==> src/hw/rtl/measurement_register_bank_macros.svh <==
// assertion macros used by the measurement register bank control rtl
`ifndef MEASUREMENT_REGISTER_BANK_MACROS_SVH
`define MEASUREMENT_REGISTER_BANK_MACROS_SVH

// same-cycle implication, checked out of reset
`define MRB_ASSERT_IMPL(lbl, ante, cons) \
    lbl: assert property (@(posedge aclk) disable iff (!aresetn) (ante) |-> (cons)) \
        else $error("measurement register bank check failed");

// next-cycle implication, checked out of reset
`define MRB_ASSERT_NEXT(lbl, ante, cons) \
    lbl: assert property (@(posedge aclk) disable iff (!aresetn) (ante) |=> (cons)) \
        else $error("measurement register bank check failed");

`endif

==> src/hw/rtl/mrb_pkg.sv <==
// types, constants and status codes of the measurement register bank
`default_nettype none

package mrb_pkg;

    localparam int NUM_VALUES      = 24;
    localparam int WORDS_PER_VALUE = 8;

    localparam int DATA_W      = 32;
    localparam int OFF_W       = 6;
    localparam int STATUS_W    = 3;
    localparam int SEL_W       = 5;
    localparam int CTL_W       = 7;
    localparam int WEN_BIT     = 5;
    localparam int REN_BIT     = 6;
    localparam int STORE_DEPTH = NUM_VALUES * WORDS_PER_VALUE;
    localparam int ADDR_W      = (STORE_DEPTH > 1) ? $clog2(STORE_DEPTH) : 1;
    localparam int IDX_FULL_W  = SEL_W + $clog2(WORDS_PER_VALUE) + 1;

    localparam logic [STATUS_W-1:0] ST_OK          = 3'd0;
    localparam logic [STATUS_W-1:0] ST_BAD_OFFSET  = 3'd1;
    localparam logic [STATUS_W-1:0] ST_WRONG_DIR   = 3'd2;
    localparam logic [STATUS_W-1:0] ST_NOT_ENABLED = 3'd3;
    localparam logic [STATUS_W-1:0] ST_BAD_SELECT  = 3'd4;

    localparam logic CMD_READ  = 1'b0;
    localparam logic CMD_WRITE = 1'b1;

    typedef struct packed {
        logic              cmd;
        logic [OFF_W-1:0]  word_offset;
        logic [DATA_W-1:0] write_data;
    } in_item_t;

    typedef struct packed {
        logic [DATA_W-1:0]   read_data;
        logic [STATUS_W-1:0] status;
    } out_item_t;

    typedef struct packed {
        logic              wr_en;
        logic              rd_en;
        logic [ADDR_W-1:0] addr;
        logic [DATA_W-1:0] wdata;
    } store_req_t;

    typedef struct packed {
        logic [STATUS_W-1:0] status;
        logic                use_mem;
        logic [CTL_W-1:0]    imm_data;
    } resp_info_t;

endpackage

`default_nettype wire

==> src/hw/rtl/mrb_ctrl.sv <==
// control register, access decode and store request generation
`default_nettype none
`include "measurement_register_bank_macros.svh"

module mrb_ctrl (
    input  wire logic                  aclk,
    input  wire logic                  aresetn,
    input  wire logic                  accept,
    input  wire mrb_pkg::in_item_t     item,
    output mrb_pkg::store_req_t        req,
    output mrb_pkg::resp_info_t        info
);
    import mrb_pkg::*;

    localparam logic [OFF_W-1:0] W_OFF  = OFF_W'(WORDS_PER_VALUE);
    localparam logic [OFF_W-1:0] W2_OFF = OFF_W'(2 * WORDS_PER_VALUE);
    localparam logic [OFF_W-1:0] LAST_K = OFF_W'(WORDS_PER_VALUE - 1);

    logic [CTL_W-1:0]      ctl_reg;
    logic [CTL_W-1:0]      ctl_next;
    logic [SEL_W-1:0]      sel;
    logic                  sel_ok;
    logic [CTL_W-1:0]      masked;
    logic                  masked_ok;
    logic                  in_wr_region;
    logic                  in_rd_region;
    logic [OFF_W-1:0]      off_m1;
    logic [OFF_W-1:0]      k_full;
    logic                  last;
    logic [IDX_FULL_W-1:0] idx_full;
    logic                  do_wr;
    logic                  do_rd;

    assign sel          = ctl_reg[SEL_W-1:0];
    assign sel_ok       = (sel != '0) && (sel <= SEL_W'(NUM_VALUES));
    assign masked       = item.write_data[CTL_W-1:0];
    assign masked_ok    = (masked[SEL_W-1:0] != '0)
                          && (masked[SEL_W-1:0] <= SEL_W'(NUM_VALUES));
    assign in_wr_region = (item.word_offset != '0) && (item.word_offset <= W_OFF);
    assign in_rd_region = (item.word_offset > W_OFF) && (item.word_offset <= W2_OFF);
    assign off_m1       = item.word_offset - OFF_W'(1);
    assign k_full       = in_rd_region ? (off_m1 - W_OFF) : off_m1;
    assign last         = (k_full == LAST_K);
    assign idx_full     = IDX_FULL_W'(sel - SEL_W'(1)) * IDX_FULL_W'(WORDS_PER_VALUE)
                          + IDX_FULL_W'(k_full);

    always_comb begin
        ctl_next      = ctl_reg;
        info.status   = ST_OK;
        info.use_mem  = 1'b0;
        info.imm_data = '0;
        do_wr         = 1'b0;
        do_rd         = 1'b0;
        if (item.word_offset == '0) begin
            if (item.cmd == CMD_WRITE) begin
                if ((masked != '0) && !masked_ok) begin
                    ctl_next    = '0;
                    info.status = ST_BAD_SELECT;
                end else begin
                    ctl_next = masked;
                end
            end else begin
                info.imm_data = ctl_reg;
            end
        end else if (in_wr_region) begin
            if (item.cmd != CMD_WRITE) begin
                info.status = ST_WRONG_DIR;
            end else if (!ctl_reg[WEN_BIT]) begin
                info.status = ST_NOT_ENABLED;
            end else if (!sel_ok) begin
                info.status = ST_BAD_SELECT;
            end else begin
                do_wr = 1'b1;
                if (last) begin
                    ctl_next[WEN_BIT]     = 1'b0;
                    ctl_next[SEL_W-1:0]   = '0;
                end
            end
        end else if (in_rd_region) begin
            if (item.cmd != CMD_READ) begin
                info.status = ST_WRONG_DIR;
            end else if (!ctl_reg[REN_BIT]) begin
                info.status = ST_NOT_ENABLED;
            end else if (!sel_ok) begin
                info.status = ST_BAD_SELECT;
            end else begin
                do_rd        = 1'b1;
                info.use_mem = 1'b1;
                if (last) begin
                    ctl_next[REN_BIT]     = 1'b0;
                    ctl_next[SEL_W-1:0]   = '0;
                end
            end
        end else begin
            info.status = ST_BAD_OFFSET;
        end
    end

    assign req.wr_en = accept && do_wr;
    assign req.rd_en = accept && do_rd;
    assign req.addr  = idx_full[ADDR_W-1:0];
    assign req.wdata = item.write_data;

    always_ff @(posedge aclk) begin
        if (!aresetn) begin
            ctl_reg <= '0;
        end else if (accept) begin
            ctl_reg <= ctl_next;
        end
    end

    `MRB_ASSERT_IMPL(a_sel_in_range, 1'b1, ctl_reg[SEL_W-1:0] <= SEL_W'(NUM_VALUES))
    `MRB_ASSERT_IMPL(a_store_ok_only, req.wr_en || req.rd_en, info.status == ST_OK)
    `MRB_ASSERT_NEXT(a_last_write_closes, req.wr_en && last, !ctl_reg[WEN_BIT] && (ctl_reg[SEL_W-1:0] == '0))

endmodule

`default_nettype wire

==> config.mk <==
export PLATFORM = sky130hd
export DESIGN_NAME = mrb_ctrl
export DESIGN_NICKNAME = d
export VERILOG_FILES = /design/src/hw/rtl/mrb_pkg.sv /design/src/hw/rtl/mrb_ctrl.sv
export VERILOG_INCLUDE_DIRS = /design/src /design/src/hw/rtl
export SDC_FILE = /design/constraint.sdc
export NUM_CORES = 1
export LEC_CHECK = 0
export BUFFER_PORTS_ARGS = -buffer_cell sky130_fd_sc_hd__buf_2
export CAP_MARGIN = 20
export CORE_UTILIZATION = 46
export DETAILED_ROUTE_END_ITERATION = 6
export PLACE_DENSITY = 0.95
export SLEW_MARGIN = 20
export SYNTH_ARGS = -nofsm -noshare
export SYNTH_HDL_FRONTEND = slang
export SYNTH_SLANG_ARGS = --single-unit
==> constraint.sdc <==
create_clock -name aclk -period 4.62 [get_ports aclk]
set_clock_uncertainty 0.15 [all_clocks]
set_input_delay 0.462 -clock aclk [delete_from_list [all_inputs] [get_ports aclk]]
set_output_delay 0.462 -clock aclk [all_outputs]
set_load 0.05 [all_outputs]
==> impl_summary.log, run 1 <==
[metrics] result of the run: finished with violations
[metrics] violated checks: DRC
[metrics] CTS tree: built
[metrics] count of pins over their slew limit: 0
[metrics] static leakage: 0.624 nW
[metrics] Max clock buf depth: 2
[metrics] ordered list of cells on the worst path: buf_2 > nor4_1 > a22oi_1 > nor2_1 > mux2i_1 > inv_1 > fa_1 > nor2b_1 > o21ai_0 > xnor2_1 > buf_2
[metrics] maximum clock frequency: 253 MHz
[metrics] post-detailed-route wirelength per cell: 14.5 um
[metrics] Yosys reg bits: 7
[metrics] fill count: 295
[metrics] CP Data Arrival Time: 3340 ps
[metrics] CTS root buffer: sky130_fd_sc_hd__clkbuf_4
[metrics] H-Tree Depth: 1
[metrics] final worst slack: 663 ps
[metrics] final core utilization: 50.0%
[metrics] max-capacitance violation count: 0
[metrics] worst min-delay path class: input pin to flip-flop
[metrics] RSZ-0062 raised after global routing: no
[metrics] DR vias/cell: 6.21
[metrics] DRC errors left: 6
[metrics] GRT overflow: 0
[metrics] most used cells in the layout excluding fill and tap cells: sky130_fd_sc_hd__buf_2 (44), sky130_fd_sc_hd__inv_1 (14), sky130_fd_sc_hd__nor2_1 (14)
[metrics] type of the worst setup path: input pin to primary output
[metrics] cell mode on critical path: sky130_fd_sc_hd__buf_2
[metrics] antenna-violating nets left: 0
[metrics] distinct cell type count after synthesis: 47
[metrics] summed instance area of the synthesized netlist: 0.00140 mm^2
[metrics] detailed router's first-iteration violation count: 104
[metrics] Worst Tran Pin Value: 649 ps
[metrics] hold_buf cts: 0
[metrics] final number of hold-violating endpoints: 0
[metrics] weighted congestion reported at the end of routability-driven placement: 0.896
[metrics] endpoints failing setup: 0
[metrics] number of buffers inserted by port buffering: 44
[metrics] Total Neg Setup Slack: 0 ps
[metrics] worst slack at placement: 696 ps
[metrics] post-CTS setup buffer count: 0
[metrics] total length of routed wires: 3430 um
[metrics] Placement Rows: 19
[metrics] post-cts resize count: 0
[metrics] Via Count: 1466
[metrics] final net count: 257
[metrics] clock tree sinks: 7
[metrics] worst relative slew slack: 56.5%
[metrics] clock insertion delay at the later pin of the skew report: 250 ps
[metrics] Startpoint Class: input pin
[metrics] area added between synthesis and finish: 0.713%
[metrics] number of clock buffers inserted by TritonCTS: 3
[metrics] Initial Utilization: 49.6%
[metrics] post-detailed-placement half-perimeter wirelength: 2650 um
[metrics] CP max FO: 12
[metrics] area of the die: 0.00328 mm^2
[metrics] ys async rst share: 0%
[metrics] top-level I/O count: 95
[metrics] first-pass iteration count of the detailed router: 6
[metrics] minimum period implied by the final worst setup slack: 3960 ps
[metrics] share of cells above drive strength 1: 24.9%
[metrics] average instance area after synthesis: 7.13 um^2
[metrics] crit path capture type: primary output
[metrics] Synth warnings: 0
[metrics] height of the chip: 57.2 um
[metrics] worst hold slack: 334 ps
[metrics] proportion of synthesized chip area in sequential cells: 9.98%
[metrics] vias in the first global route: 1235
[metrics] slowest CP cell: sky130_fd_sc_hd__nor4_1
[metrics] die width: 57.2 um
[metrics] GRT Util Overall: 19.8%
[metrics] cell family with the largest share of critical-path delay: simple AND/OR/NAND/NOR gates
[metrics] Critical Path Max Stage Delay: 590 ps
[metrics] area of the core region: 0.00283 mm^2
[metrics] required time worst endpoint: 4010 ps
[metrics] max reg flops: 7
[metrics] dominant synthesized flop cell: sky130_fd_sc_hd__dfxtp_1
[metrics] most frequent standard cell in the layout excluding fill and tap cells: sky130_fd_sc_hd__buf_2
[metrics] global-route wire length before repair: 5280 um
[metrics] number of enable-type register cells in the synthesized netlist: 0
[metrics] minimum setup slack among reg-to-reg paths: 2180 ps
[metrics] Clk pin slew, worst setup/hold paths: 60 ps
[metrics] antenna cell count: 0
[metrics] antenna violations before repair: 0
[metrics] Critical path buffers and inverters: 3
[metrics] maximum ir drop on the vdd rail: 0.113 mV
[metrics] Period Utilization, post-route: 85.6%
[metrics] maximum number of pins on one net before global-route repair: 15
[metrics] Post-Synthesis Cells: 197
[metrics] PwrDens: 175 mW/mm^2
[metrics] syn nets: 248
-- metrics by stage --
step	cells	area, um^2	power, W
2_1_floorplan	197	1400	0.000223
3_3_place_gp	232	1390	0.000188
3_5_place_dp	232	1390	0.000191
4_1_cts	236	1410	0.000247
5_1_grt	236	1410	0.000260
6_report	236	1410	0.000248
-- synthesized netlist by cell type (3+ instances only) --
master / count / area, um^2
sky130_fd_sc_hd__buf_4: 33 / 248
sky130_fd_sc_hd__inv_1: 14 / 52.6
sky130_fd_sc_hd__nor2_1: 14 / 52.6
sky130_fd_sc_hd__nand2_1: 9 / 33.8
sky130_fd_sc_hd__ha_1: 8 / 100
sky130_fd_sc_hd__nand3_1: 8 / 40.0
sky130_fd_sc_hd__a21oi_1: 7 / 35.0
sky130_fd_sc_hd__and2_1: 7 / 43.8
sky130_fd_sc_hd__dfxtp_1: 7 / 140
sky130_fd_sc_hd__nor3_1: 7 / 35.0
sky130_fd_sc_hd__o311ai_0: 7 / 61.3
sky130_fd_sc_hd__clkbuf_1: 6 / 22.5
sky130_fd_sc_hd__nand4_1: 6 / 37.5
sky130_fd_sc_hd__o2111ai_1: 5 / 43.8
sky130_fd_sc_hd__xnor2_1: 5 / 43.8
sky130_fd_sc_hd__a211oi_1: 4 / 30.0
sky130_fd_sc_hd__o21ai_0: 4 / 20.0
sky130_fd_sc_hd__xor2_1: 4 / 35.0
sky130_fd_sc_hd__nand2b_1: 3 / 18.8
sky130_fd_sc_hd__nor2b_1: 3 / 18.8
sky130_fd_sc_hd__or4_1: 3 / 22.5
-- metal layers --
metal  vias to the layer above  part of all wire [%]  GRT usage (%)
li1                        709                     -              -
met5                         -                     0              0
met3                         6                   8.7           3.40
met2                        93                    48           32.9
met4                         0                  0.73           6.62
met1                       658                    43           25.8
-- final timing paths --
| check | start | end | cells after the start |
|---|---|---|---|
| max | item[35] | req[39] | 11 |
| min | item[5] | ctl_reg[5] | 3 |
| max reg2reg | ctl_reg[0] | ctl_reg[4] | 7 |
| min reg2reg | ctl_reg[0] | ctl_reg[0] | 2 |
-- cell families (layout without fill, tap and decap cells) --
family	count (synthesis)	count (layout)	synth area share [%]
buffers and inverters	54	62	23.4
DFF	7	7	9.98
xor gates and xnor gates	9	9	5.61
muxes	2	2	1.43
and+or+nand+nor	71	71	27.6
adders and majority gates	9	9	8.56
AOI/OAI and AO/OA	45	45	23.4
-- area by class of cell --
class	instances	area, um^2	area share [%]
Multi-Input combinational cell	136	936	66.2
Timing Repair Buffer	44	220	15.6
Sequential cell	7	140	9.91
Inverter	14	52.6	3.72
Tap cell	31	38.8	2.74
Clock buffer	4	26.3	1.86
-- worst reg2reg max path, cell delays in order (launching register included) --
cell,delay (ps)
sky130_fd_sc_hd__dfxtp_1,370
sky130_fd_sc_hd__inv_1,110
sky130_fd_sc_hd__ha_1,210
sky130_fd_sc_hd__nand2b_1,90
sky130_fd_sc_hd__mux2i_1,540
sky130_fd_sc_hd__a311oi_1,310
sky130_fd_sc_hd__o311ai_0,430
sky130_fd_sc_hd__nand3_1,110
-- power breakdown --
group | internal [W] | total (W) | switching, W
registers | 0.0000605 | 0.0000608 | 0.000000290
logic | 0.0000348 | 0.000130 | 0.0000957
clock network | 0.0000330 | 0.0000564 | 0.0000234
total | 0.000128 | 0.000248 | 0.000119
(Power assumes the default switching activity.)
==> run 2: changes to the inputs <==
Settings changed: PLACE_DENSITY 0.95 to 0.84.
==> run 2 against run 1 <==
- the flow still finishes with violations (DRC)
- sequential power hardly changed
- via count is 4.9% lower
- combinational power hardly changed
- global-route usage is 0.57 points lower
- worst hold slack worse by 29 ps
==> impl_summary.log, run 2 (same netlist as run 1, synthesis figures left out) <==
[metrics] CTS tree: built
[metrics] clock tree sinks: 7 (unchanged)
[metrics] Via Count: 1394 (-4.9%)
[metrics] first-pass iteration count of the detailed router: 7 (+1)
[metrics] wire length on met3: 242 um (-19%)
[metrics] clock insertion delay at the later pin of the skew report: 250 ps (about the same)
[metrics] cell-internal power: 0.000128 W (about the same)
[metrics] type of the worst setup path: input pin to primary output
[metrics] ordered list of cells on the worst path: buf_2 > nor4_1 > a22oi_1 > nor2_1 > mux2i_1 > inv_1 > fa_1 > nor2b_1 > o21ai_0 > xnor2_1 > buf_2
[metrics] weighted congestion reported at the end of routability-driven placement: 0.880 (-1.9%)
[metrics] Initial Utilization: 49.6% (unchanged)
[metrics] antenna violations before repair: 0 (unchanged)
[metrics] count of pins over their slew limit: 0 (unchanged)
[metrics] R2R Path Start: ctl_reg[0]
[metrics] net switching power of the design: 0.000117 W (-2.3%)
[metrics] final core utilization: 50.0% (unchanged)
[metrics] Startpoint Class: input pin
[metrics] CP Data Arrival Time: 3250 ps (-90 ps)
[metrics] crit path capture type: primary output
[metrics] sequential power share: 24.9% (+0.3 points)
[metrics] area of the die: 0.00328 mm^2 (unchanged)
[metrics] post-detailed-route wirelength per cell: 12.9 um (-11%)
[metrics] worst min-delay path class: input pin to flip-flop
[metrics] total length of routed wires: 3050 um (-11%)
[metrics] final number of hold-violating endpoints: 0 (unchanged)
[metrics] maximum clock frequency: 259 MHz (+2.4%)
[metrics] Critical Path Max Stage Delay: 520 ps (-70 ps)
[metrics] required time worst endpoint: 4010 ps (about the same)
[metrics] post-detailed-placement half-perimeter wirelength: 2430 um (-8.5%)
[metrics] Max clock buf depth: 2 (unchanged)
[metrics] antenna-violating nets left: 0 (unchanged)
[metrics] max-capacitance violation count: 0 (unchanged)
[metrics] share of cells above drive strength 1: 24.9% (unchanged)
[metrics] antenna cell count: 0 (unchanged)
[metrics] combinational power share: 52.5% (-0.2 points)
[metrics] Worst Tran Pin Value: 568 ps (-80.4 ps)
[metrics] PwrDens: 173 mW/mm^2 (-1.2%)
[metrics] minimum period implied by the final worst setup slack: 3860 ps (-92.0 ps)
[metrics] height of the chip: 57.2 um (unchanged)
[metrics] post-cts resize count: 0 (unchanged)
[metrics] worst relative slew slack: 61.0% (+4.6 points)
[metrics] DR vias/cell: 5.91 (-4.9%)
[metrics] fill count: 292 (-1.0%)
[metrics] total met2 wirelength after detailed routing: 1330 um (-19%)
[metrics] die width: 57.2 um (unchanged)
[metrics] Placement Rows: 19 (unchanged)
[metrics] number of clock buffers inserted by TritonCTS: 3 (unchanged)
[metrics] max reg flops: 7 (unchanged)
[metrics] endpoints failing setup: 0 (unchanged)
[metrics] violated checks: DRC
[metrics] most frequent standard cell in the layout excluding fill and tap cells: sky130_fd_sc_hd__buf_2
[metrics] start point of the critical path: item[35]
[metrics] H-Tree Depth: 1 (unchanged)
[metrics] total routed wire length on the met1 layer: 1470 um (+0.68%)
[metrics] Switching Share: 47.6% (-0.58 points)
[metrics] top routing layer in use: met4
[metrics] Period Utilization, post-route: 83.7% (-2.0 points)
[metrics] top-level I/O count: 95 (unchanged)
[metrics] CTS root buffer: sky130_fd_sc_hd__clkbuf_4
[metrics] beginning of the worst hold path: item[5]
[metrics] GRT Util Overall: 19.2% (-0.57 points)
[metrics] result of the run: finished with violations
[metrics] Clk pin slew, worst setup/hold paths: 50 ps (about the same)
[metrics] relative contribution of the clock network to total power: 22.6% (-0.2 points)
[metrics] number of buffers inserted by port buffering: 44 (unchanged)
[metrics] cell mode on critical path: sky130_fd_sc_hd__buf_2
[metrics] hold_buf cts: 0 (unchanged)
[metrics] GRT overflow: 0 (unchanged)
[metrics] area added between synthesis and finish: 0.713% (unchanged)
[metrics] detailed router's first-iteration violation count: 44 (-58%)
[metrics] global-route wire length before repair: 5040 um (-4.6%)
[metrics] DRC errors left: 6 (unchanged)
[metrics] final net count: 257 (unchanged)
[metrics] most used cells in the layout excluding fill and tap cells: sky130_fd_sc_hd__buf_2 (44), sky130_fd_sc_hd__inv_1 (14), sky130_fd_sc_hd__nor2_1 (14)
[metrics] slowest CP cell: sky130_fd_sc_hd__nor4_1
[metrics] vias in the first global route: 1168 (-5.4%)
[metrics] CP max FO: 12 (unchanged)
[metrics] maximum ir drop on the vdd rail: 0.117 mV (+3.3%)
[metrics] RSZ-0062 raised after global routing: no
[metrics] Total Neg Setup Slack: 0 ps (unchanged)
[metrics] area of the core region: 0.00283 mm^2 (unchanged)
[metrics] maximum number of pins on one net before global-route repair: 15 (unchanged)
[metrics] post-CTS setup buffer count: 0 (unchanged)
[metrics] static leakage: 0.624 nW (unchanged)
run 2: cell counts in the layout (fill, tap and decap cells not counted):
Identical to the previous run, type by type.
run 2: power groups by stage:
| stage | logic [W] | clock network [W] | registers [W] |
|---|---|---|---|
| floorplan | 0.000161 | 0 | 0.0000620 |
| global placement | 0.000126 | 0 | 0.0000621 |
| detailed placement | 0.000128 | 0 | 0.0000621 |
| CTS | 0.000128 | 0.0000563 | 0.0000609 |
| global route | 0.000139 | 0.0000636 | 0.0000608 |
| finish | 0.000129 | 0.0000554 | 0.0000609 |
run 2: worst paths after layout:
kind | cells after the start | slack (ps) | endpoint
max | 11 | 760 | req[39]
min | 3 | 300 | ctl_reg[5]
max reg2reg | 7 | 2240 | ctl_reg[0]
min reg2reg | 2 | 410 | ctl_reg[1]
run 2: stage by stage:
step                      instance area [um^2]  setup slack, ps  hold WS [ps]  power [W]  instances
after floorplan                           1400              538           345   0.000223        197
final                                     1410              755           305   0.000245        236
after global placement                    1390              839           388   0.000188        232
after CTS                                 1410              767           304   0.000245        236
after detailed placement                  1390              758           393   0.000190        232
after global routing                      1410              389           318   0.000263        236
run 2: area by class of cell:
class | count | area [um^2] | share of cell area (%)
clock buffers | 4 | 26.3 | 1.86
inverters | 14 | 52.6 | 3.72
multi-input cells | 136 | 936 | 66.2
flip-flops and latches | 7 | 140 | 9.91
well taps | 31 | 38.8 | 2.74
repair buffers | 44 | 220 | 15.6
run 2: routing by layer:
metal / vias to the layer above / global-route usage, %
li1: 710 / -
met1: 623 / 26.9
met2: 59 / 28.7
met3: 2 / 5.67
met4: 0 / 4.88
met5: - / 0
run 2: worst max-delay path, delay by kind of cell:
family | cells | cell delay [ps]
AOI/OAI and AO/OA | 2 | 310
muxes | 1 | 290
xor gates and xnor gates | 1 | 150
and+or+nand+nor | 3 | 1050
buffers and inverters | 3 | 530
adders and majority gates | 1 | 460
